[src/sv/tilt_to_cursor_displacement_defines.svh]
// Assertion helpers shared by the RTL.
`ifndef TILT_TO_CURSOR_DISPLACEMENT_DEFINES_SVH
`define TILT_TO_CURSOR_DISPLACEMENT_DEFINES_SVH

// Check that cons holds in the same cycle as ante.
`define TTCD_ASSERT_SAME(lbl, ante, cons, msg) \
    lbl: assert property (@(posedge clk) disable iff (!rst_n) (ante) |-> (cons)) \
        else $error(msg);

// Check that cons holds after ante, delayed by n.
`define TTCD_ASSERT_DELAY(lbl, ante, n, cons, msg) \
    lbl: assert property (@(posedge clk) disable iff (!rst_n) (ante) |-> ##n (cons)) \
        else $error(msg);

`endif

[src/sv/ttcd_pkg.sv]
`default_nettype none
package ttcd_pkg;

    localparam int SAMPLE_BITS     = 16;
    localparam int SQ_BITS         = 2 * SAMPLE_BITS;
    localparam int CORDIC_STEPS    = 16;
    localparam int CORDIC_PRESCALE = 20;
    localparam int CW              = SAMPLE_BITS + 24;
    localparam int ZW              = 25;
    localparam int ANGLE_W         = 16;
    localparam int STEP_W          = 7;
    localparam int OUT_W           = 8;
    localparam int CFG_IDX_W       = 1;

    localparam logic [CFG_IDX_W-1:0] CFG_MAX_H_STEP = 1'b0;
    localparam logic [CFG_IDX_W-1:0] CFG_MAX_V_STEP = 1'b1;

    localparam logic [STEP_W-1:0] STEP_RESET = 7'd8;

    localparam logic signed [ZW-1:0]      RIGHT_ANGLE_Q16 = 25'sd5898240;
    localparam logic signed [ZW-1:0]      ROUND_Q16       = 25'sd128;
    localparam logic signed [ANGLE_W-1:0] RIGHT_ANGLE_Q88 = 16'sd23040;

    typedef enum logic [1:0] {
        SPC_NONE,
        SPC_POS,
        SPC_NEG,
        SPC_ZERO
    } special_t;

    typedef struct packed {
        logic signed [SAMPLE_BITS-1:0] accel_x;
        logic signed [SAMPLE_BITS-1:0] accel_y;
        logic signed [SAMPLE_BITS-1:0] accel_z;
    } sample_t;

    typedef struct packed {
        logic signed [OUT_W-1:0] step_x;
        logic signed [OUT_W-1:0] step_y;
    } result_t;

    // atan(2^-i) in degrees, Q16.16, rounded to nearest
    function automatic logic signed [ZW-1:0] atan_entry(input int idx);
        logic signed [ZW-1:0] v;
        unique case (idx)
            0:       v = 25'sd2949120;
            1:       v = 25'sd1740967;
            2:       v = 25'sd919879;
            3:       v = 25'sd466945;
            4:       v = 25'sd234379;
            5:       v = 25'sd117304;
            6:       v = 25'sd58666;
            7:       v = 25'sd29335;
            8:       v = 25'sd14668;
            9:       v = 25'sd7334;
            10:      v = 25'sd3667;
            11:      v = 25'sd1833;
            12:      v = 25'sd917;
            13:      v = 25'sd458;
            14:      v = 25'sd229;
            15:      v = 25'sd115;
            default: v = '0;
        endcase
        return v;
    endfunction

endpackage
`default_nettype wire

[src/sv/ttcd_sqrt_cell.sv]
`default_nettype none
// One result bit of the digit-by-digit integer square root.
module ttcd_sqrt_cell #(
    parameter int STAGE = 0
) (
    input  wire logic                        clk,
    input  wire logic [ttcd_pkg::SQ_BITS-1:0] n_in,
    input  wire logic [ttcd_pkg::SQ_BITS-1:0] root_in,
    output logic      [ttcd_pkg::SQ_BITS-1:0] n_out,
    output logic      [ttcd_pkg::SQ_BITS-1:0] root_out
);
    import ttcd_pkg::*;

    localparam logic [SQ_BITS-1:0] BIT = SQ_BITS'(1) << (SQ_BITS - 2 - 2 * STAGE);

    logic [SQ_BITS-1:0] trial;
    logic [SQ_BITS-1:0] n_next;
    logic [SQ_BITS-1:0] root_next;
    logic [SQ_BITS-1:0] n_reg;
    logic [SQ_BITS-1:0] root_reg;

    always_comb
    begin
        trial = root_in + BIT;
        if (n_in >= trial)
        begin
            n_next    = n_in - trial;
            root_next = (root_in >> 1) + BIT;
        end
        else
        begin
            n_next    = n_in;
            root_next = root_in >> 1;
        end
    end

    always_ff @(posedge clk)
    begin
        n_reg    <= n_next;
        root_reg <= root_next;
    end

    assign n_out    = n_reg;
    assign root_out = root_reg;
endmodule
`default_nettype wire

[config.mk]
export PLATFORM = sky130hd
export DESIGN_NAME = ttcd_sqrt_cell
export DESIGN_NICKNAME = d
export VERILOG_FILES = /design/src/sv/tilt_to_cursor_displacement_defines.svh /design/src/sv/ttcd_pkg.sv /design/src/sv/ttcd_sqrt_cell.sv
export SDC_FILE = /design/constraint.sdc
export NUM_CORES = 1
export LEC_CHECK = 0
export ABC_AREA = 1
export ABC_CLOCK_PERIOD_IN_PS = 4500
export BUFFER_PORTS_ARGS = -buffer_cell sky130_fd_sc_hd__buf_2
export CAP_MARGIN = 5
export CORE_ASPECT_RATIO = 1.2
export CORE_UTILIZATION = 35
export CTS_CLUSTER_DIAMETER = 80
export CTS_CLUSTER_SIZE = 25
export DETAILED_ROUTE_END_ITERATION = 10
export PLACE_DENSITY = 0.57
export SYNTH_ARGS = -nofsm -noshare
export SYNTH_HDL_FRONTEND = slang
export SYNTH_SLANG_ARGS = --single-unit
[constraint.sdc]
create_clock -name clk -period 4.5 [get_ports clk]
set_input_delay 0.45 -clock clk [delete_from_list [all_inputs] [get_ports clk]]
set_output_delay 0.45 -clock clk [all_outputs]
set_load 0.05 [all_outputs]
After elaboration in Yosys (flattened, before gate mapping)

Cells that the tools add are included.

Add/subtract/negate cells: 3
Multiply operators: 0
Div/mod/pow operators: 0
$lt $le $gt $ge: 1
Eq/ne operators: 0
Shift operators: 0
Multiplexer cells: 2
Bitwise gates (word level): 0
Reduce and logical (&&, ||, !) cells: 0

Operator list:

| kind                                            | count |
|---|---|
| adder 31 x 31 -> 32 bit (second input constant) | 1 |
| adder 32 x 31 -> 32 bit (second input constant) | 1 |
| >= comparator 32 bit                            | 1 |
| 2-to-1 mux 32 bit                               | 1 |
| subtractor 32 bit                               | 1 |
| 2-to-1 mux 31 bit                               | 1 |

Register bits after elaboration: 64
Bits in latches: 0
Bits in writable memories: 0
Memory bits (read-only): 0
Memories: 0

Longest topological paths before layout

Depth after elaboration: 3
Depth in mapped cells: 16
Mapped depth without buffers: 15

Least setup slack after synthesis

No wires, ideal clock.

Path kind: input to register
From: input port n_in[0] (netlist name)
To: register n_reg[10] (netlist: n_out[10])
Arrival: 2018 ps
Slack: 2370 ps
Stages: 16
Path buffers: 1
Cell sequence: inv_1 ha_1 fa_1 inv_1 nand2_1 nand2_1 nand3_1 nand2_2 nand2_1 nand3_2 nand2_2 nand2_8 inv_6 buf_6 nand2_2 nand2_1

Word-level cells in the longest chain between the ends: 2
Elaborated cells between the ends (all ways): 3
Those cells by class: 1 x add/sub; 1 x order compare; 1 x mux

Ends and longest elaborated chain:

| element                                                   | line                                       | RTL |
|---|---|---|
| from (decl)                                               | ttcd_sqrt_cell.sv:7                        | `input wire logic [ttcd_pkg::SQ_BITS-1:0] n_in,` |
| subtractor 32 bit or >= comparator 32 bit (tied branches) | ttcd_sqrt_cell.sv:27, ttcd_sqrt_cell.sv:25 |  |
| 2-to-1 mux 32 bit (*)                                     | ttcd_sqrt_cell.sv:25                       | `if (n_in >= trial)` |
| named net n_next[10]                                      | ttcd_sqrt_cell.sv:17                       | `logic [SQ_BITS-1:0] n_next;` |
| to (signal assigned)                                      | ttcd_sqrt_cell.sv:39                       | `n_reg <= n_next;` |
| to (decl)                                                 | ttcd_sqrt_cell.sv:19                       | `logic [SQ_BITS-1:0] n_reg;` |

Mark *: on every way through the listed nets, which the timed path passes. The rest lies on a longest branch.
A chain may end at the register's enable or synchronous reset.

Worst setup path after layout

From: input port n_in[0] (netlist name)
To: register n_reg[30] (netlist: n_out[30])

The elaborated chain is that of the path after synthesis.

==> flow_summary.toml <==
[setup_path]
required_ns = 4.72
slowest_stage = "fa_1"
worstSetupStartpointType = "primary input"
path_buf_inv = 4
startpoint = "n_in[0]"
crit_top_cell = "nand2_1"
worstPathCellList = "buf_2 > inv_1 > ha_1 > fa_1 > inv_1 > nand2_1 > nand2_1 > nand3_1 > nand2_2 > nand2_1 > nand3_2 > nand2_2 > nand2_8 > inv_6 > nand2_1 > nand2_1"
crit_path_end_kind = "flop"
cp.depth = 16
cp_slowest_stage_delay_ns = 0.36
crit_fanout = 36
crit_family = "simple AND/OR/NAND/NOR gates"
critPathArrivalTime_ns = 2.47
path_class = "in -> reg"

[routing]
drc = 0
first_pass_iters = 4
ant_nets = 0
totalWireLength_mm = 12.1
vias = 4455
wl_per_cell_um = 11.8
drt_iter0_drc = 173
vias_per_cell = 4.35

[cells_and_area]
antennaDiodeCount = 0
design_area_sq_um = 5490
layout-drive-gt1-share_pct = 19.8
fill_cells = 1407
fin_cells = 1023
area_growth_pct = 23.6
fin_nets = 957
seqCellArea_sq_um = 1280
final_cell_mix = "299 x nand2_1, 157 x inv_1, 128 x buf_2"
fin_util_pct = 45.0
multi_input_area_sq_um = 2490
layout_commonest_cell = "nand2_1"

[grt]
antenna_found_initial = 0
gr-total-overflow = 0
grt_pass1_wl_mm = 19.7
grt_pass1_vias = 4342
grt_max_degree = 37
grt_usage_pct = 19.1

[yosys]
yosys.area.top_type_share_pct = 28.8
synth_top_family_by_area = "simple AND/OR/NAND/NOR gates"
synthCells = 726
yosysSeqAreaShare_pct = 28.8
synth_simple_gate_area_share_pct = 40.3
syn_area_sq_um = 4450
ys_seq_elements = 64
synth_fp_nets = 824
yosysTopAreaCell = "dfxtp_1"
yosys_warnings = 0
avgSynthCellArea_sq_um = 6.12
synthXorXnorAreaFrac_pct = 2.96
yosysUniqueCellTypes = 31
synth_compound_area_share_pct = 3.38
yosys.area_share.adder_pct = 9.46
synthTopCellsByArea = "dfxtp_1 29%, nand2_1 25%, inv_1 13%"
synth_mux_area_share_pct = 0

[cts]
cts.htree.levels = 3
cts_tree = "done"
ctsResizeCount = 0
cts_setup_buffers = 0
clk_path_buf_depth = 2
root_buffer = "clkbuf_16"
cts_buffers = 9
numClockSinks = 64
clkTransAtPathRegs_ns = 0.05
postCtsHoldBufs = 0

[min_path]
hold_start = "root_in[26]"
hold_path_depth = 1
hp-class = "in -> reg"

[sta]
max_freq_mhz = 446
setup_viol = 0
min_period_over_period_pct = 49.8
setup_ws_ns = 2.26
slew_viol_final = 0
period_needed_ns = 2.24
hold_viol = 0
fin_tns_setup_ns = 0
worstMarginPinSlew_ns = 0.373
rsz0062_at_grt = "false"
slew_headroom_pct = 75.1
hold_ws_ns = 0.227

[die]
initial_utilization_pct = 36.4
core_area_sq_um = 12200
die_y_um = 125
pin_count = 129
dieWidth_um = 105
rows = 44
dieArea_sq_um = 13200

[power_and_ir_drop]
ir_worst_vdd_uv = 184
p_leak_nw = 3.39
p_total_mw = 2.14
p_per_area_nw_per_um2 = 389

[flow_run]
drv_cap = 0

[placed_design]
detailed_place_hpwl_mm = 10.0
gp_congestion = 0.903
dpl.cell_count = 1009
port-buffer-count = 128
pre_cts_slack_ns = 1.90
place_area_sq_um = 5220

[run_status]
outcome = "complete, no violations"
==> synth_stat cells, drive strengths merged <==
| library cell | number |
|---|---|
| nand2 | 314 |
| inv | 159 |
| dfxtp | 64 |
| nand3 | 46 |
| nor2 | 43 |
| ha | 32 |
| a21oi | 18 |
| xor2 | 13 |
| nand4 | 7 |
| buf | 6 |
| nor3 | 6 |
| and2 | 3 |
| nand3b | 3 |
| o21ai | 3 |
| o21bai | 3 |
| xnor2 | 2 |
| a21o | 1 |
| fa | 1 |
| o21a | 1 |
| or2 | 1 |
==> cells by family after synthesis <==
group	after synthesis
DFF	64
and+or+nand+nor	423
AOI/OAI and AO/OA	26
adders and majority gates	33
xor gates and xnor gates	15
buffers and inverters	165
==> flip-flops by register name, summed over array words and instances (netlist names) <==
register	flops
n_out	32
root_out	32
==> report_power, final <==
group / switching (mW) / leakage, nW / total [mW] / internal, mW
clock network: 0.234 / 0.135 / 0.645 / 0.411
logic: 0.611 / 2.71 / 0.828 / 0.217
registers: 0.0166 / 0.540 / 0.663 / 0.646
==> metal layers <==
layer / up-vias / GRT usage, % / share of wire (%)
met5: - / 0 / 0
met4: 0 / 8.37 / 3.6
met3: 27 / 4.38 / 4.3
met2: 112 / 34.4 / 49
met1: 1890 / 21.4 / 43
li1: 2426 / - / -
==> layout make-up <==
| type | count | area share, % |
|---|---|---|
| flip-flops and latches | 64 | 23.3 |
| multi-input cells | 497 | 45.4 |
| well taps | 161 | 3.67 |
| inverters | 159 | 11.0 |
| repair buffers | 128 | 11.7 |
| clock buffers | 14 | 4.99 |
==> final timing paths <==
check | end | slack, ns
worst max-delay path | n_out[30] | 2.26
worst min-delay path | root_out[25] | 0.23
(Power assumes the default switching activity.)
