[src/sv/tilt_to_cursor_displacement_defines.svh]
// Assertion helpers shared by the RTL.
`ifndef TILT_TO_CURSOR_DISPLACEMENT_DEFINES_SVH
`define TILT_TO_CURSOR_DISPLACEMENT_DEFINES_SVH

// Check that cons holds in the same cycle as ante.
`define TTCD_ASSERT_SAME(lbl, ante, cons, msg) \
    lbl: assert property (@(posedge clk) disable iff (!rst_n) (ante) |-> (cons)) \
        else $error(msg);

// Check that cons holds after ante, delayed by n.
`define TTCD_ASSERT_DELAY(lbl, ante, n, cons, msg) \
    lbl: assert property (@(posedge clk) disable iff (!rst_n) (ante) |-> ##n (cons)) \
        else $error(msg);

`endif

[src/sv/ttcd_pkg.sv]
`default_nettype none
package ttcd_pkg;

    localparam int SAMPLE_BITS     = 16;
    localparam int SQ_BITS         = 2 * SAMPLE_BITS;
    localparam int CORDIC_STEPS    = 16;
    localparam int CORDIC_PRESCALE = 20;
    localparam int CW              = SAMPLE_BITS + 24;
    localparam int ZW              = 25;
    localparam int ANGLE_W         = 16;
    localparam int STEP_W          = 7;
    localparam int OUT_W           = 8;
    localparam int CFG_IDX_W       = 1;

    localparam logic [CFG_IDX_W-1:0] CFG_MAX_H_STEP = 1'b0;
    localparam logic [CFG_IDX_W-1:0] CFG_MAX_V_STEP = 1'b1;

    localparam logic [STEP_W-1:0] STEP_RESET = 7'd8;

    localparam logic signed [ZW-1:0]      RIGHT_ANGLE_Q16 = 25'sd5898240;
    localparam logic signed [ZW-1:0]      ROUND_Q16       = 25'sd128;
    localparam logic signed [ANGLE_W-1:0] RIGHT_ANGLE_Q88 = 16'sd23040;

    typedef enum logic [1:0] {
        SPC_NONE,
        SPC_POS,
        SPC_NEG,
        SPC_ZERO
    } special_t;

    typedef struct packed {
        logic signed [SAMPLE_BITS-1:0] accel_x;
        logic signed [SAMPLE_BITS-1:0] accel_y;
        logic signed [SAMPLE_BITS-1:0] accel_z;
    } sample_t;

    typedef struct packed {
        logic signed [OUT_W-1:0] step_x;
        logic signed [OUT_W-1:0] step_y;
    } result_t;

    // atan(2^-i) in degrees, Q16.16, rounded to nearest
    function automatic logic signed [ZW-1:0] atan_entry(input int idx);
        logic signed [ZW-1:0] v;
        unique case (idx)
            0:       v = 25'sd2949120;
            1:       v = 25'sd1740967;
            2:       v = 25'sd919879;
            3:       v = 25'sd466945;
            4:       v = 25'sd234379;
            5:       v = 25'sd117304;
            6:       v = 25'sd58666;
            7:       v = 25'sd29335;
            8:       v = 25'sd14668;
            9:       v = 25'sd7334;
            10:      v = 25'sd3667;
            11:      v = 25'sd1833;
            12:      v = 25'sd917;
            13:      v = 25'sd458;
            14:      v = 25'sd229;
            15:      v = 25'sd115;
            default: v = '0;
        endcase
        return v;
    endfunction

endpackage
`default_nettype wire

[src/sv/ttcd_scale.sv]
`default_nettype none
// Scale an angle by step / (range * 256), truncate toward zero, saturate.
module ttcd_scale #(
    parameter int ANGLE_RANGE_DEG = 45
) (
    input  wire logic                               clk,
    input  wire logic        [ttcd_pkg::STEP_W-1:0]  step,
    input  wire logic signed [ttcd_pkg::ANGLE_W-1:0] angle,
    output logic      signed [ttcd_pkg::OUT_W-1:0]   disp
);
    import ttcd_pkg::*;

    localparam int PW    = STEP_W + 1 + ANGLE_W;
    localparam int QW    = 14;
    localparam int SHIFT = QW + 8;
    localparam int RW    = SHIFT + 1;
    localparam logic [RW-1:0] RECIP =
        RW'(((64'd1 << SHIFT) + ANGLE_RANGE_DEG - 1) / ANGLE_RANGE_DEG);
    localparam logic [QW-1:0] POS_LIMIT = QW'(127);
    localparam logic [QW-1:0] NEG_LIMIT = QW'(128);

    logic signed [PW-1:0]    prod_reg;
    logic        [PW-1:0]    mag;
    logic                    neg_reg;
    logic        [QW+RW-1:0] qm_reg;
    logic        [QW-1:0]    quo;
    logic signed [OUT_W-1:0] disp_next;
    logic signed [OUT_W-1:0] disp_reg;

    always_ff @(posedge clk)
    begin
        prod_reg <= $signed({1'b0, step}) * angle;
    end

    always_comb
    begin
        mag = prod_reg[PW-1] ? PW'(-prod_reg) : PW'(prod_reg);
    end

    // Truncation: floor(|p| / (256 * range)) = floor(floor(|p| / 256) / range)
    always_ff @(posedge clk)
    begin
        neg_reg <= prod_reg[PW-1];
        qm_reg  <= mag[QW+7:8] * RECIP;
    end

    always_comb
    begin
        quo = QW'(qm_reg >> SHIFT);
        if (!neg_reg)
            disp_next = (quo > POS_LIMIT) ? OUT_W'(127) : OUT_W'(quo);
        else
            disp_next = (quo > NEG_LIMIT) ? -OUT_W'(128) : OUT_W'(-quo);
    end

    always_ff @(posedge clk)
    begin
        disp_reg <= disp_next;
    end

    assign disp = disp_reg;
endmodule
`default_nettype wire
[config.mk]
export PLATFORM = sky130hd
export DESIGN_NAME = ttcd_scale
export DESIGN_NICKNAME = d
export VERILOG_FILES = /design/src/sv/tilt_to_cursor_displacement_defines.svh /design/src/sv/ttcd_pkg.sv /design/src/sv/ttcd_scale.sv
export SDC_FILE = /design/constraint.sdc
export NUM_CORES = 1
export LEC_CHECK = 0
export BUFFER_PORTS_ARGS = -buffer_cell sky130_fd_sc_hd__buf_2
export CORE_MARGIN = 2
export CORE_UTILIZATION = 55
export DETAILED_ROUTE_END_ITERATION = 8
export HOLD_SLACK_MARGIN = 0.03
export PLACE_DENSITY = 0.74
export RECOVER_POWER = 50
export SLEW_MARGIN = 40
export SYNTH_ARGS = -nofsm -noshare
export SYNTH_HDL_FRONTEND = slang
export SYNTH_SLANG_ARGS = --single-unit
export TNS_END_PERCENT = 50
[constraint.sdc]
create_clock -name clk -period 7.3 [get_ports clk]
set_clock_uncertainty 0.15 [all_clocks]
set_input_delay 1.095 -clock clk [delete_from_list [all_inputs] [get_ports clk]]
set_output_delay 1.095 -clock clk [all_outputs]
set_load 0.05 [all_outputs]
[Yosys cells after proc, flatten, opt, wreduce, memory -nomap -nowiden]
Cells that the tools add are included.
Operators by class
  add/sub/neg operators: 2
  multiplexer cells: 4
  reductions and logical operators: 0
  multipliers: 2
  divide/modulo/power cells: 0
  $lt $le $gt $ge: 2
  bitwise logic cells: 0
  shifts and indexed selects: 0
  equality and inequality tests: 0
Operators by type and width (number)
  14-bit by 17-bit multiplier with 31-bit output, second input constant: 1
  8-bit by 16-bit multiplier with 24-bit output: 1
  8-bit 2-to-1 mux: 3
  22-bit 2-to-1 mux: 1
  22-bit negation: 1
  9-bit by 7-bit greater-than comparator with 1-bit output, second input constant: 1
  9-bit by 8-bit greater-than comparator with 1-bit output, second input constant: 1
  8-bit negation: 1
Word-level totals
  memory bits (writable): 0
  register bits after elaboration: 64
  output and inout port bits: 8
  ROM bits: 0
  input bits: 24
  memories kept: 0
  logic and storage cells: 14
  bits in latches: 0

[Logic depth before layout (Yosys ltp)]
  depth in word-level cells: 3
  depth in mapped cells: 30
  depth with buffers taken out: 29

[Least setup slack after synthesis]
Ideal clock, no wire load.
  kind: reg2reg
  start point: reg prod_reg[9]
  end point: reg qm_reg[30]
  clock period less this slack: 7.035 ns
  required time: 7.078 ns
  path buffers: 1
  setup slack: 0.265 ns
  setup time: 0.072 ns
  arrival: 6.813 ns
  stages on the path, launching flop included: 30
  cells stage by stage: dfxtp_1 buf_2 nor4_1 nand4_1 or3_1 nor4_2 nand2b_1 nand2_1 xnor2_1 ha_1 inv_1 fa_1 inv_1 fa_1 inv_1 fa_1 inv_1 fa_1 inv_1 fa_1 inv_1 ha_1 a211oi_1 nor2_1 o41ai_1 a31oi_1 a211oi_2 o211ai_1 a21oi_1 xnor2_1
On the way
  longest elaborated chain between the ends: 3
RTL lines
  from (decl): RTL line ttcd_scale.sv:22  | logic signed [PW-1:0] prod_reg;
  from (signal assigned): RTL line ttcd_scale.sv:32  | prod_reg <= $signed({1'b0, step}) * angle;
  22-bit negation: RTL line ttcd_scale.sv:37  | mag = prod_reg[PW-1] ? PW'(-prod_reg) : PW'(prod_reg);
  22-bit 2-to-1 mux *: RTL line ttcd_scale.sv:37
  14-bit by 17-bit multiplier with 31-bit output *: RTL line ttcd_scale.sv:44  | qm_reg <= mag[QW+7:8] * RECIP;
  to (signal assigned): RTL line ttcd_scale.sv:44
  to (decl): RTL line ttcd_scale.sv:25  | logic [QW+RW-1:0] qm_reg;
Mark *: on every way between the ends. The rest lies on a longest branch, timed or not.

[Worst setup path in the final report]
  start point: reg prod_reg[10]
  end point: reg qm_reg[30]
Same word-level chain as after synthesis.

==> reports/summary.txt <==
Status -> complete, no violations
CTS buffer count -> 5
Final setup viols -> 0
Fillers -> 1,494
Unique masters post-synth -> 50
Asr flop ratio synth -> 0%
Initial DRT Pass Iterations -> 5
Global route overflow -> 0
Height of the die -> 135 µm
Crit Path Max Fanout -> 4
HP Class -> reg2reg
Starting DRT DRC Count -> 168
FF+latch count, synth -> 41
Slew Limit Headroom -> 51.5%
Vias per cell -> 5.16
Critical path launch point type -> flip-flop
Finished Core Util -> 59.6%
Delay-heaviest family, CP -> adder cells
Syn Nets -> 1,382
Max reg flops -> 23
Max Clk Rate -> 143 MHz
CTS root buffer -> clkbuf_16
Die ar. -> 18,300 µm²
WL/cell -> 13.9 µm
Unrepaired setup endpoints after global routing -> true
# IOs -> 32
Starting density of the core -> 55.6%
TritonCTS clock tree -> built
Total wire length -> 18,000 µm
Critical Path Most Common Cell -> fa_1
Htree depth -> 2
WP data arrival -> 7.01 ns
Synth cell count leaders -> inv_1, ha_1, fa_1
Number of synthesized flops with an enable pin -> 0
Share of layout cells above drive strength 1 -> 5.88%
Post-synthesis sequential area ratio -> 8.65%
Worst-path clk slew -> 0.07 ns
Dpl hpwl -> 16,000 µm
Ys Warns -> 0
Fin. max-slew vios -> 0
Buf+Inv Stages, Crit Path -> 6
MaxCap Viol Count -> 0
Avg Inst Size Synth -> 9.19 µm²
Row count -> 48
Crit path capture type -> flip-flop
First-pass GRT wire length -> 31,800 µm
GPL Wtd Cong -> 0.914
Period utilization -> 95.6%
Via Count -> 6,690
Critical path class -> reg2reg
DRT antenna net count -> 0
Fin crit period -> 6.98 ns
Port bufs -> 31
Largest net degree at the start of global routing -> 17
Vias in the first global route -> 7,136
Synth top area cells -> fa_1, ha_1, inv_1
Synth top area share -> 32.1%
Register area -> 822 µm²
Core Area -> 17,100 µm²
Overall global routing resource usage -> 21.4%
# hold bufs at CTS -> 0
Multi-input gate area -> 7670 µm²
DRC Markers -> 0
Most frequent cell after synthesis -> inv_1
# nets final -> 1,419
Clock Latency Late Sink -> 0.29 ns
Clock Path Buffers -> 2
Syn Inst Count -> 1,033
Initial antenna violation count -> 0
Top FF cell, synth -> dfxtp_1
Worst path max stage delay -> 0.53 ns
Synth area leader -> fa_1
Die Width -> 135 µm
Hold Fails Final Rpt -> 0
Critical-path top delay cell -> fa_1
Hold WS -> 0.400 ns
Clock Sinks -> 41
Mapped cell area -> 9490 µm²
Slew @ Worst Pin -> 0.710 ns
Antenna diodes -> 0
Area Overhead vs Synth -> 7.17%
Worst Path Required -> 7.33 ns
==> final cells by class <==
class                           count  area share (%)
Clock buffer                        5            1.23
Clock inverter                      3           0.246
Inverter                          273            10.1
Multi-Input combinational cell    707            75.4
Sequential cell                    41            8.08
Tap cell                          225            2.77
Timing Repair Buffer               42            2.19
==> per-layer routing <==
metal	up-vias	global-route usage (%)	wire length, µm
met5	-	0	0
met4	0	7.35	544
met3	34	1.53	296
met2	89	40.1	9330
met1	3272	25.8	7880
li1	3295	-	-
==> stage by stage <==
step	setup WS, ns	instance area [µm²]	TNS, ns	cells
finish	0.322	10200	0	1296
global route	-0.149	10200	-0.335	1296
CTS	0.0335	10100	0	1291
detailed placement	0.0165	9920	0	1283
global placement	0.102	9920	0	1283
floorplan	0.265	9490	0	1033
==> cell usage in the layout (no fill, tap or decap), types with 6 or more instances in the layout <==
master | Yosys | final
nand2_1 | 56 | 56
dfxtp_1 | 41 | 40
inv_1 | 273 | 269
buf_4 | 0 | 10
nand4_1 | 6 | 6
buf_2 | 2 | 22
a21o_1 | 9 | 9
a21oi_1 | 26 | 26
nand3_1 | 10 | 10
xnor2_1 | 40 | 40
and2_1 | 86 | 84
clkbuf_1 | 10 | 10
xor2_1 | 9 | 8
o21a_1 | 6 | 6
fa_1 | 152 | 152
o21ai_0 | 22 | 21
ha_1 | 173 | 172
nand2b_1 | 6 | 6
nor2_1 | 23 | 22
nor3_1 | 9 | 9
==> cells by family (layout without fill, tap and decap cells) <==
family,after synthesis,after routing,share of synthesized area [%]
AOI/OAI and AO/OA,113,113,8.02
xor gates and xnor gates,49,49,4.52
adders and majority gates,325,325,54.9
buffers and inverters,285,323,11.3
DFF,41,41,8.65
and+or+nand+nor,220,220,12.6
==> worst paths after layout <==
kind                             start                  to  slack, ns  depth (start not counted)
setup / recovery  prod_reg[10]$_DFF_P_  qm_reg[30]$_DFF_P_       0.32                         28
hold / removal      qm_reg[24]$_DFF_P_     disp[2]$_DFF_P_       0.40                          2
setup reg to reg  prod_reg[10]$_DFF_P_  qm_reg[30]$_DFF_P_       0.32                         28
hold reg to reg     qm_reg[24]$_DFF_P_     disp[2]$_DFF_P_       0.40                          2
==> worst min-delay path: stages (launching register included) <==
cell and delay [ns]:
dfxtp_1 0.38, nand2_1 0.06, o311ai_0 0.08
==> what timing repair did <==
item	4_1_cts	5_1_grt
endpoints found under the setup margin	2	8
pin swaps	0	23
gates resized for setup	1	16
setup buffers	0	5
Power is left out: the tool's default activity adds up to more than one toggle a clock period on the data nets, which glitch-free logic cannot reach.
